$ cat src/dtt_pkg.sv
package dtt_pkg;

   // transaction kinds on the request channel
   typedef enum logic [1:0] {
      KIND_ADD    = 2'd0,
      KIND_ADJUST = 2'd1,
      KIND_DELETE = 2'd2,
      KIND_TICK   = 2'd3
   } kind_type;

   // control from the sequencer to the earliest-deadline picker
   typedef struct packed {
      logic clear;  // start of a new pass over the table
      logic valid;  // a deadline word arrives from the memory this cycle
      logic armed;  // the arriving entry holds a running timer
   } pick_ctl_type;

endpackage

$ cat src/dtt_pick.sv
module dtt_pick #(
   parameter int IDX_W     = 6,
   parameter int TIME_BITS = 32
) (
   input  logic                      clock,
   input  logic                      reset,
   input  dtt_pkg::pick_ctl_type     ctl,
   input  logic [IDX_W-1:0]          idx,
   input  logic [TIME_BITS-1:0]      data,
   input  logic [TIME_BITS-1:0]      now,
   output logic                      found,
   output logic [IDX_W-1:0]          best_idx
);

   logic                 found_ff;
   logic                 found_in;
   logic [IDX_W-1:0]     best_idx_ff;
   logic [IDX_W-1:0]     best_idx_in;
   logic [TIME_BITS-1:0] best_dl_ff;
   logic [TIME_BITS-1:0] best_dl_in;
   logic                 take;

   // strict less-than keeps the lower slot on equal deadlines
   assign take = ctl.valid && ctl.armed && (data <= now) &&
                 (!found_ff || (data < best_dl_ff));

   always_comb begin
      found_in    = found_ff;
      best_idx_in = best_idx_ff;
      best_dl_in  = best_dl_ff;
      if (ctl.clear) begin
         found_in = 1'b0;
      end else if (take) begin
         found_in    = 1'b1;
         best_idx_in = idx;
         best_dl_in  = data;
      end
   end

   always_ff @(posedge clock) begin
      if (reset) begin
         found_ff <= 1'b0;
      end else begin
         found_ff <= found_in;
      end
      best_idx_ff <= best_idx_in;
      best_dl_ff  <= best_dl_in;
   end

   assign found    = found_ff;
   assign best_idx = best_idx_ff;

endmodule

$ cat src/deadline_timer_table.sv
// channel   direction  handshake               payload
// req       in         req_valid / req_stall   req_kind, req_slot, req_time_value
// rsp       out        rsp_valid / rsp_stall   rsp_expired_slot, rsp_last
//
// add, adjust and delete are applied when accepted and make no pass over the table.
// a tick makes K+1 passes over the deadline memory, K the number of expired timers;
// each pass reads all ENTRIES = min(SLOTS, 64) entries in turn through one read port.
// reset is synchronous and disarms every timer at once; deadlines are not cleared.
// rsp_stall holds the result register; the next pass waits for it, req stalls during a tick.
module deadline_timer_table #(
   parameter int SLOTS     = 64,
   parameter int TIME_BITS = 32
) (
   input  logic        clock,
   input  logic        reset,
   input  logic        req_valid,
   output logic        req_stall,
   input  logic [1:0]  req_kind,
   input  logic [5:0]  req_slot,
   input  logic [31:0] req_time_value,
   output logic        rsp_valid,
   input  logic        rsp_stall,
   output logic [5:0]  rsp_expired_slot,
   output logic        rsp_last
);

   localparam int ENTRIES = (SLOTS < 64) ? SLOTS : 64;
   localparam int IDX_W   = $clog2(ENTRIES);
   localparam int CNT_W   = $clog2(ENTRIES + 1);

   typedef enum logic [2:0] {
      ST_IDLE = 3'b001,
      ST_SCAN = 3'b010,
      ST_EMIT = 3'b100
   } state_type;

   state_type            state_ff;
   state_type            state_in;
   logic [CNT_W-1:0]     cnt_ff;
   logic [CNT_W-1:0]     cnt_in;
   logic                 rd_vld_ff;
   logic                 rd_vld_in;
   logic [IDX_W-1:0]     rd_idx_ff;
   logic [IDX_W-1:0]     rd_idx_in;
   logic [TIME_BITS-1:0] rd_data_ff;
   logic [TIME_BITS-1:0] now_ff;
   logic [TIME_BITS-1:0] now_in;
   logic [ENTRIES-1:0]   armed_ff;
   logic [ENTRIES-1:0]   armed_in;
   logic                 have_prev_ff;
   logic                 have_prev_in;
   logic [IDX_W-1:0]     prev_slot_ff;
   logic [IDX_W-1:0]     prev_slot_in;
   logic                 rsp_valid_ff;
   logic                 rsp_valid_in;
   logic [5:0]           rsp_slot_ff;
   logic [5:0]           rsp_slot_in;
   logic                 rsp_last_ff;
   logic                 rsp_last_in;

   logic [TIME_BITS-1:0] deadline_mem [ENTRIES];

   logic                  req_acc;
   logic                  slot_ok;
   logic [IDX_W-1:0]      wr_idx;
   logic [TIME_BITS-1:0]  req_time;
   logic                  mem_we;
   logic                  mem_re;
   logic                  out_free;
   logic                  rsp_load;
   logic                  pick_found;
   logic [IDX_W-1:0]      pick_idx;
   dtt_pkg::pick_ctl_type pick_ctl;

   // input transaction decode
   assign req_stall = (state_ff != ST_IDLE);
   assign req_acc   = req_valid && !req_stall;
   assign slot_ok   = (32'(req_slot) < 32'(SLOTS));
   assign wr_idx    = req_slot[IDX_W-1:0];
   assign req_time  = TIME_BITS'(req_time_value);
   assign mem_we    = req_acc && slot_ok &&
                      ((req_kind == dtt_pkg::KIND_ADD) ||
                       ((req_kind == dtt_pkg::KIND_ADJUST) && armed_ff[wr_idx]));
   assign mem_re    = (state_ff == ST_SCAN) && (cnt_ff < CNT_W'(ENTRIES));
   assign out_free  = !rsp_valid_ff || !rsp_stall;

   // deadline memory, one write and one registered read port
   always_ff @(posedge clock) begin
      if (mem_we) begin
         deadline_mem[wr_idx] <= req_time;
      end
      if (mem_re) begin
         rd_data_ff <= deadline_mem[cnt_ff[IDX_W-1:0]];
      end
   end

   // sequencer: apply requests, scan the table, then hand the previous winner to the output
   always_comb begin
      state_in     = state_ff;
      cnt_in       = cnt_ff;
      rd_vld_in    = mem_re;
      rd_idx_in    = cnt_ff[IDX_W-1:0];
      now_in       = now_ff;
      armed_in     = armed_ff;
      have_prev_in = have_prev_ff;
      prev_slot_in = prev_slot_ff;
      rsp_slot_in  = rsp_slot_ff;
      rsp_last_in  = rsp_last_ff;
      rsp_load     = 1'b0;
      pick_ctl     = '{clear: 1'b0, valid: rd_vld_ff, armed: armed_ff[rd_idx_ff]};
      unique case (state_ff)
         ST_IDLE: begin
            if (req_acc) begin
               if (req_kind == dtt_pkg::KIND_TICK) begin
                  now_in         = req_time;
                  cnt_in         = '0;
                  pick_ctl.clear = 1'b1;
                  state_in       = ST_SCAN;
               end else if (slot_ok) begin
                  if (req_kind == dtt_pkg::KIND_ADD) begin
                     armed_in[wr_idx] = 1'b1;
                  end else if (req_kind == dtt_pkg::KIND_DELETE) begin
                     armed_in[wr_idx] = 1'b0;
                  end
               end
            end
         end
         ST_SCAN: begin
            if (mem_re) begin
               cnt_in = cnt_ff + CNT_W'(1);
            end else if (!rd_vld_ff) begin
               state_in = ST_EMIT;
            end
         end
         ST_EMIT: begin
            if (!have_prev_ff || out_free) begin
               rsp_load    = have_prev_ff;
               rsp_slot_in = 6'(prev_slot_ff);
               rsp_last_in = !pick_found;
               if (pick_found) begin
                  armed_in[pick_idx] = 1'b0;
                  prev_slot_in       = pick_idx;
                  have_prev_in       = 1'b1;
                  cnt_in             = '0;
                  pick_ctl.clear     = 1'b1;
                  state_in           = ST_SCAN;
               end else begin
                  have_prev_in = 1'b0;
                  state_in     = ST_IDLE;
               end
            end
         end
         default: begin
            state_in = ST_IDLE;
         end
      endcase
   end

   // output register
   always_comb begin
      rsp_valid_in = rsp_valid_ff;
      if (rsp_load) begin
         rsp_valid_in = 1'b1;
      end else if (!rsp_stall) begin
         rsp_valid_in = 1'b0;
      end
   end

   always_ff @(posedge clock) begin
      if (reset) begin
         state_ff     <= ST_IDLE;
         cnt_ff       <= '0;
         rd_vld_ff    <= 1'b0;
         armed_ff     <= '0;
         have_prev_ff <= 1'b0;
         rsp_valid_ff <= 1'b0;
      end else begin
         state_ff     <= state_in;
         cnt_ff       <= cnt_in;
         rd_vld_ff    <= rd_vld_in;
         armed_ff     <= armed_in;
         have_prev_ff <= have_prev_in;
         rsp_valid_ff <= rsp_valid_in;
      end
      rd_idx_ff    <= rd_idx_in;
      now_ff       <= now_in;
      prev_slot_ff <= prev_slot_in;
      if (rsp_load) begin
         rsp_slot_ff <= rsp_slot_in;
         rsp_last_ff <= rsp_last_in;
      end
   end

   // earliest due deadline of the current pass
   dtt_pick #(
      .IDX_W     (IDX_W),
      .TIME_BITS (TIME_BITS)
   ) u_pick (
      .clock    (clock),
      .reset    (reset),
      .ctl      (pick_ctl),
      .idx      (rd_idx_ff),
      .data     (rd_data_ff),
      .now      (now_ff),
      .found    (pick_found),
      .best_idx (pick_idx)
   );

   assign rsp_valid        = rsp_valid_ff;
   assign rsp_expired_slot = rsp_slot_ff;
   assign rsp_last         = rsp_last_ff;

   // checks
   a_tick_starts_scan: assert property (@(posedge clock) disable iff (reset)
      (req_acc && (req_kind == dtt_pkg::KIND_TICK)) |=> (state_ff == ST_SCAN))
      else $error("tick transaction did not start a pass");

   a_no_overwrite: assert property (@(posedge clock) disable iff (reset)
      rsp_load |-> (!rsp_valid_ff || !rsp_stall))
      else $error("result register overwritten while stalled");

   a_idle_no_pending: assert property (@(posedge clock) disable iff (reset)
      (state_ff == ST_IDLE) |-> !have_prev_ff)
      else $error("pending expired slot left behind in idle");

   a_cnt_range: assert property (@(posedge clock) disable iff (reset)
      (state_ff == ST_SCAN) |-> (cnt_ff <= CNT_W'(ENTRIES)))
      else $error("scan counter out of range");

endmodule
$ cat config.mk
export PLATFORM = sky130hd
export DESIGN_NAME = deadline_timer_table
export DESIGN_NICKNAME = d
export VERILOG_FILES = /design/src/dtt_pkg.sv /design/src/dtt_pick.sv /design/src/deadline_timer_table.sv
export SDC_FILE = /design/constraint.sdc
export NUM_CORES = 2
export LEC_CHECK = 0
export ABC_AREA = 0
export BUFFER_PORTS_ARGS = -buffer_cell sky130_fd_sc_hd__buf_2
export CAP_MARGIN = 20
export CORE_UTILIZATION = 40
export DETAILED_ROUTE_END_ITERATION = 7
export GPL_TIMING_DRIVEN = 0
export PLACE_DENSITY = 0.56
export SYNTH_ARGS = -nofsm -noshare
export SYNTH_HDL_FRONTEND = slang
export SYNTH_SLANG_ARGS = --single-unit
$ cat constraint.sdc
create_clock -name clock -period 6.9 [get_ports clock]
set_input_delay 0.345 -clock clock [delete_from_list [all_inputs] [get_ports clock]]
set_output_delay 0.345 -clock clock [all_outputs]
set_load 0.02 [all_outputs]
==> impl_results.md <==
- Status: finished, final reports clean
- Vias per inst: 5.847
- Skew-Pair Late Insertion Delay: 0.87 ns
- Setup WS pre-CTS: 2.125 ns
- DR pass1 iterations: 5
- GR Overflow Total: 0
- CTS root buffer: clkbuf_16
- Final setup vio count: 0
- Arr. time, crit path: 5.20 ns
- Clk pwr share: 42.0%
- Die area: 222600 um^2
- Cell count after synthesis: 4013
- Footprint of the multi-input gates: 20860 um^2
- Hold Path Class: input port to register
- Pint: 22750 uW
- Final min period: 4.613 ns
- Largest net degree at the start of global routing: 66
- Chip width: 471.8 um
- Routability Congestion: 0.9299
- Worst Setup End Kind: register
- Wire per inst: 33.35 um
- Max-Cap Viols: 0
- DRT iter0 DRCs: 5774
- Most frequent cells in the layout: 2163 x edfxtp_1, 678 x mux4_2, 234 x clkbuf_16, 179 x clkbuf_1, 105 x nor2_1
- Sequential Power Share: 51.5%
- First-pass GRT wire length: 355400 um
- Final wirelength: 253700 um
- RSZ-0062 raised after global routing: no
- I/O Pins: 53
- # DRC: 0
- Setup CP Type: register to register
- Cts bufs inserted: 227
- Nets: 4642
- Comb power frac: 6.6%
- FP Rows: 172
- Syn-to-layout area delta: 18.08%
- Req. time, crit path: 7.49 ns
- Die Y: 471.8 um
- Post-synth ARST share: 0%
- Psw: 6378 uW
- Most used DFF post-synth: edfxtp_1
- Via count: 44480
- Sinks on Clock Net: 2247
- Htree depth: 4
- Total track usage: 22.95%
- Core ar.: 219500 um^2
- Post-synthesis instance area: 88280 um^2
- Hold Path Cell Cnt: 1
- Fin area: 104200 um^2
- Count of cell types in the netlist: 69
- Antenna-violating nets left: 0
- Post-Syn Nets: 4121
- Synthesized flop and latch total: 2247
- Clock skew: 0.03300 ns
- Post-Syn Area per Cell: 22.00 um^2
- Post-synth EDFFs: 2163
- Initial core utilization: 40.22%
- Post-CTS sizing: 0
- Leak Pwr: 0.03185 uW
- CP max FO: 10
- Sequential cell area: 66630 um^2
- R2R Path Start: cnt_ff[1]$_SDFFE_PP0P_
- Dpl cell area: 96390 um^2
- Total power: 29130 uW
- Dpl hpwl: 177000 um
- Fillers: 17920
- CTS Buffer Depth: 3
- PwrDens: 279.4 nW/um^2
- CTS tree: yes
- CTS clk-pin slew, worst paths: 0.06 ns
- Max Fclk: 0.2168 GHz
- Startpoint types: register
- Hold slack: 0.03490 ns
- Sw frac: 21.90%
- Yosys warnings: 0
- Final setup margin: 2.287 ns
- Number of port buffers: 49
- Fin crit share: 66.85%
- Fin. max-slew vios: 0
- Initial antenna violation count: 27
- Number of global-route vias before repair: 44750
- Hold path start: req_time_value[7]
- Peak supply drop: 0.2287 mV
- Critical path launch point: cnt_ff[1]$_SDFFE_PP0P_
- Slew Limit Headroom: 17.51%
- Worst-margin pin slew: 1.228 ns
- Register area share after synthesis: 75.48%
- Layout cells sized above 1: 29.52%
- Most common cell after layout, fill and taps aside: edfxtp_1
- Fin. Hold Viols: 0
- Reg2reg path depth: 6
## timing repair
action                                 in CTS  in global routing
hold buffers                               13                  1
endpoints found under the hold margin     201                 15
buffers inserted                            0                  0
## synthesized netlist by cell type, types with 5 or more instances
cell | number | area [um^2]
edfxtp_1 | 2163 | 64950
mux4_2 | 678 | 15270
clkbuf_1 | 151 | 566.8
nor2_1 | 125 | 469.2
dfxtp_1 | 84 | 1682
buf_1 | 69 | 259.0
inv_1 | 68 | 255.2
a21oi_1 | 67 | 335.3
ha_1 | 64 | 800.8
nand2_1 | 64 | 240.2
nor3_1 | 60 | 300.3
a22oi_1 | 44 | 330.3
a211oi_1 | 38 | 285.3
a31oi_1 | 32 | 200.2
nor3_2 | 30 | 300.3
nand3_1 | 26 | 130.1
mux2i_1 | 24 | 240.2
o22ai_1 | 20 | 125.1
o21ai_0 | 19 | 95.09
nand4_1 | 17 | 106.4
nor2b_1 | 16 | 100.1
a21o_1 | 14 | 105.1
nand3b_1 | 11 | 82.58
buf_2 | 10 | 50.05
nand2b_1 | 9 | 56.30
o32ai_1 | 9 | 78.83
or3_1 | 8 | 50.05
buf_6 | 7 | 78.83
and2_1 | 6 | 37.54
nor3b_1 | 5 | 37.54
o211ai_1 | 5 | 37.54
## kinds of logic after synthesis
kind of cell	synth area share, %
AO/OA/AOI/OAI	2.229
AND/OR/NAND/NOR	2.361
multiplexers	17.61
adder cells (fa/ha/maj)	0.9071
buffers and inverters	1.375
flip-flops	75.48
XOR/XNOR	0.03969
## final cells by class
type                    count  share of cell area, %
plain buffers             237                 0.9302
clock inverters           149                  1.263
well taps                2871                  3.446
inverters                  69                 0.2485
multi-input cells        1460                  20.01
diodes                      7                0.01680
clock buffers             275                  5.813
flip-flops and latches   2247                  63.92
repair buffers            292                  4.349
## worst max-delay path, stage by stage, from the launching register on
cell and delay [ns]:
dfxtp_1 0.35, clkbuf_1 0.81, clkbuf_1 0.78, clkbuf_1 0.83
mux4_2 0.42, mux4_2 0.60, mux4_2 0.55
## layer usage
layer | global-route usage [%] | vias up | routed length (um)
met5 | 0 | - | 72
met4 | 7.643 | 10 | 8686
met3 | 4.354 | 385 | 19400
met2 | 36.43 | 1882 | 120900
met1 | 31.96 | 24010 | 104600
li1 | - | 18190 | -
## path summary, 6_finish.rpt
path / slack, ns / to
worst max register to register: 2.29 / rd_data_ff[31]$_DFFE_PP_
worst min-delay path: 0.03 / deadline_mem[54][7]$_DFFE_PP_
worst max-delay path: 2.29 / rd_data_ff[31]$_DFFE_PP_
worst min register to register: 0.35 / rd_idx_ff[4]$_DFF_P_
## per-stage QoR
| stage | cells | utilization, % | setup TNS (ns) |
|---|---|---|---|
| after floorplan | 4013 | - | 0 |
| after global placement | 6933 | 41.96 | -936.88 |
| after detailed placement | 7140 | 43.91 | 0 |
| after CTS | 7577 | 47.33 | 0 |
| after global routing | 7601 | 47.48 | 0 |
| final | 7607 | 47.49 | 0 |
## flip-flops by register name, summed over array words and instances, names as in the netlist, named ones only
| name | count |
|---|---|
| deadline_mem | 2048 |
| now_ff | 32 |
| rd_data_ff | 32 |
| u_pick.best_dl_ff | 32 |
| cnt_ff | 7 |
| prev_slot_ff | 6 |
| rd_idx_ff | 6 |
| rsp_expired_slot | 6 |
| u_pick.best_idx | 6 |
| state_ff | 3 |
| have_prev_ff | 1 |
| rd_vld_ff | 1 |
| rsp_last | 1 |
| rsp_valid | 1 |
| u_pick.found | 1 |
## power by group through the flow
stage | Clock (uW) | Sequential, uW | Combinational (uW)
after floorplan | 0 | 15300 | 989
after global placement | 0 | 15300 | 1760
after detailed placement | 0 | 15300 | 1890
after CTS | 12400 | 15000 | 1900
after global routing | 12900 | 15000 | 2010
final | 12200 | 15000 | 1910
Note: power is estimated with default switching activity, not from simulation.
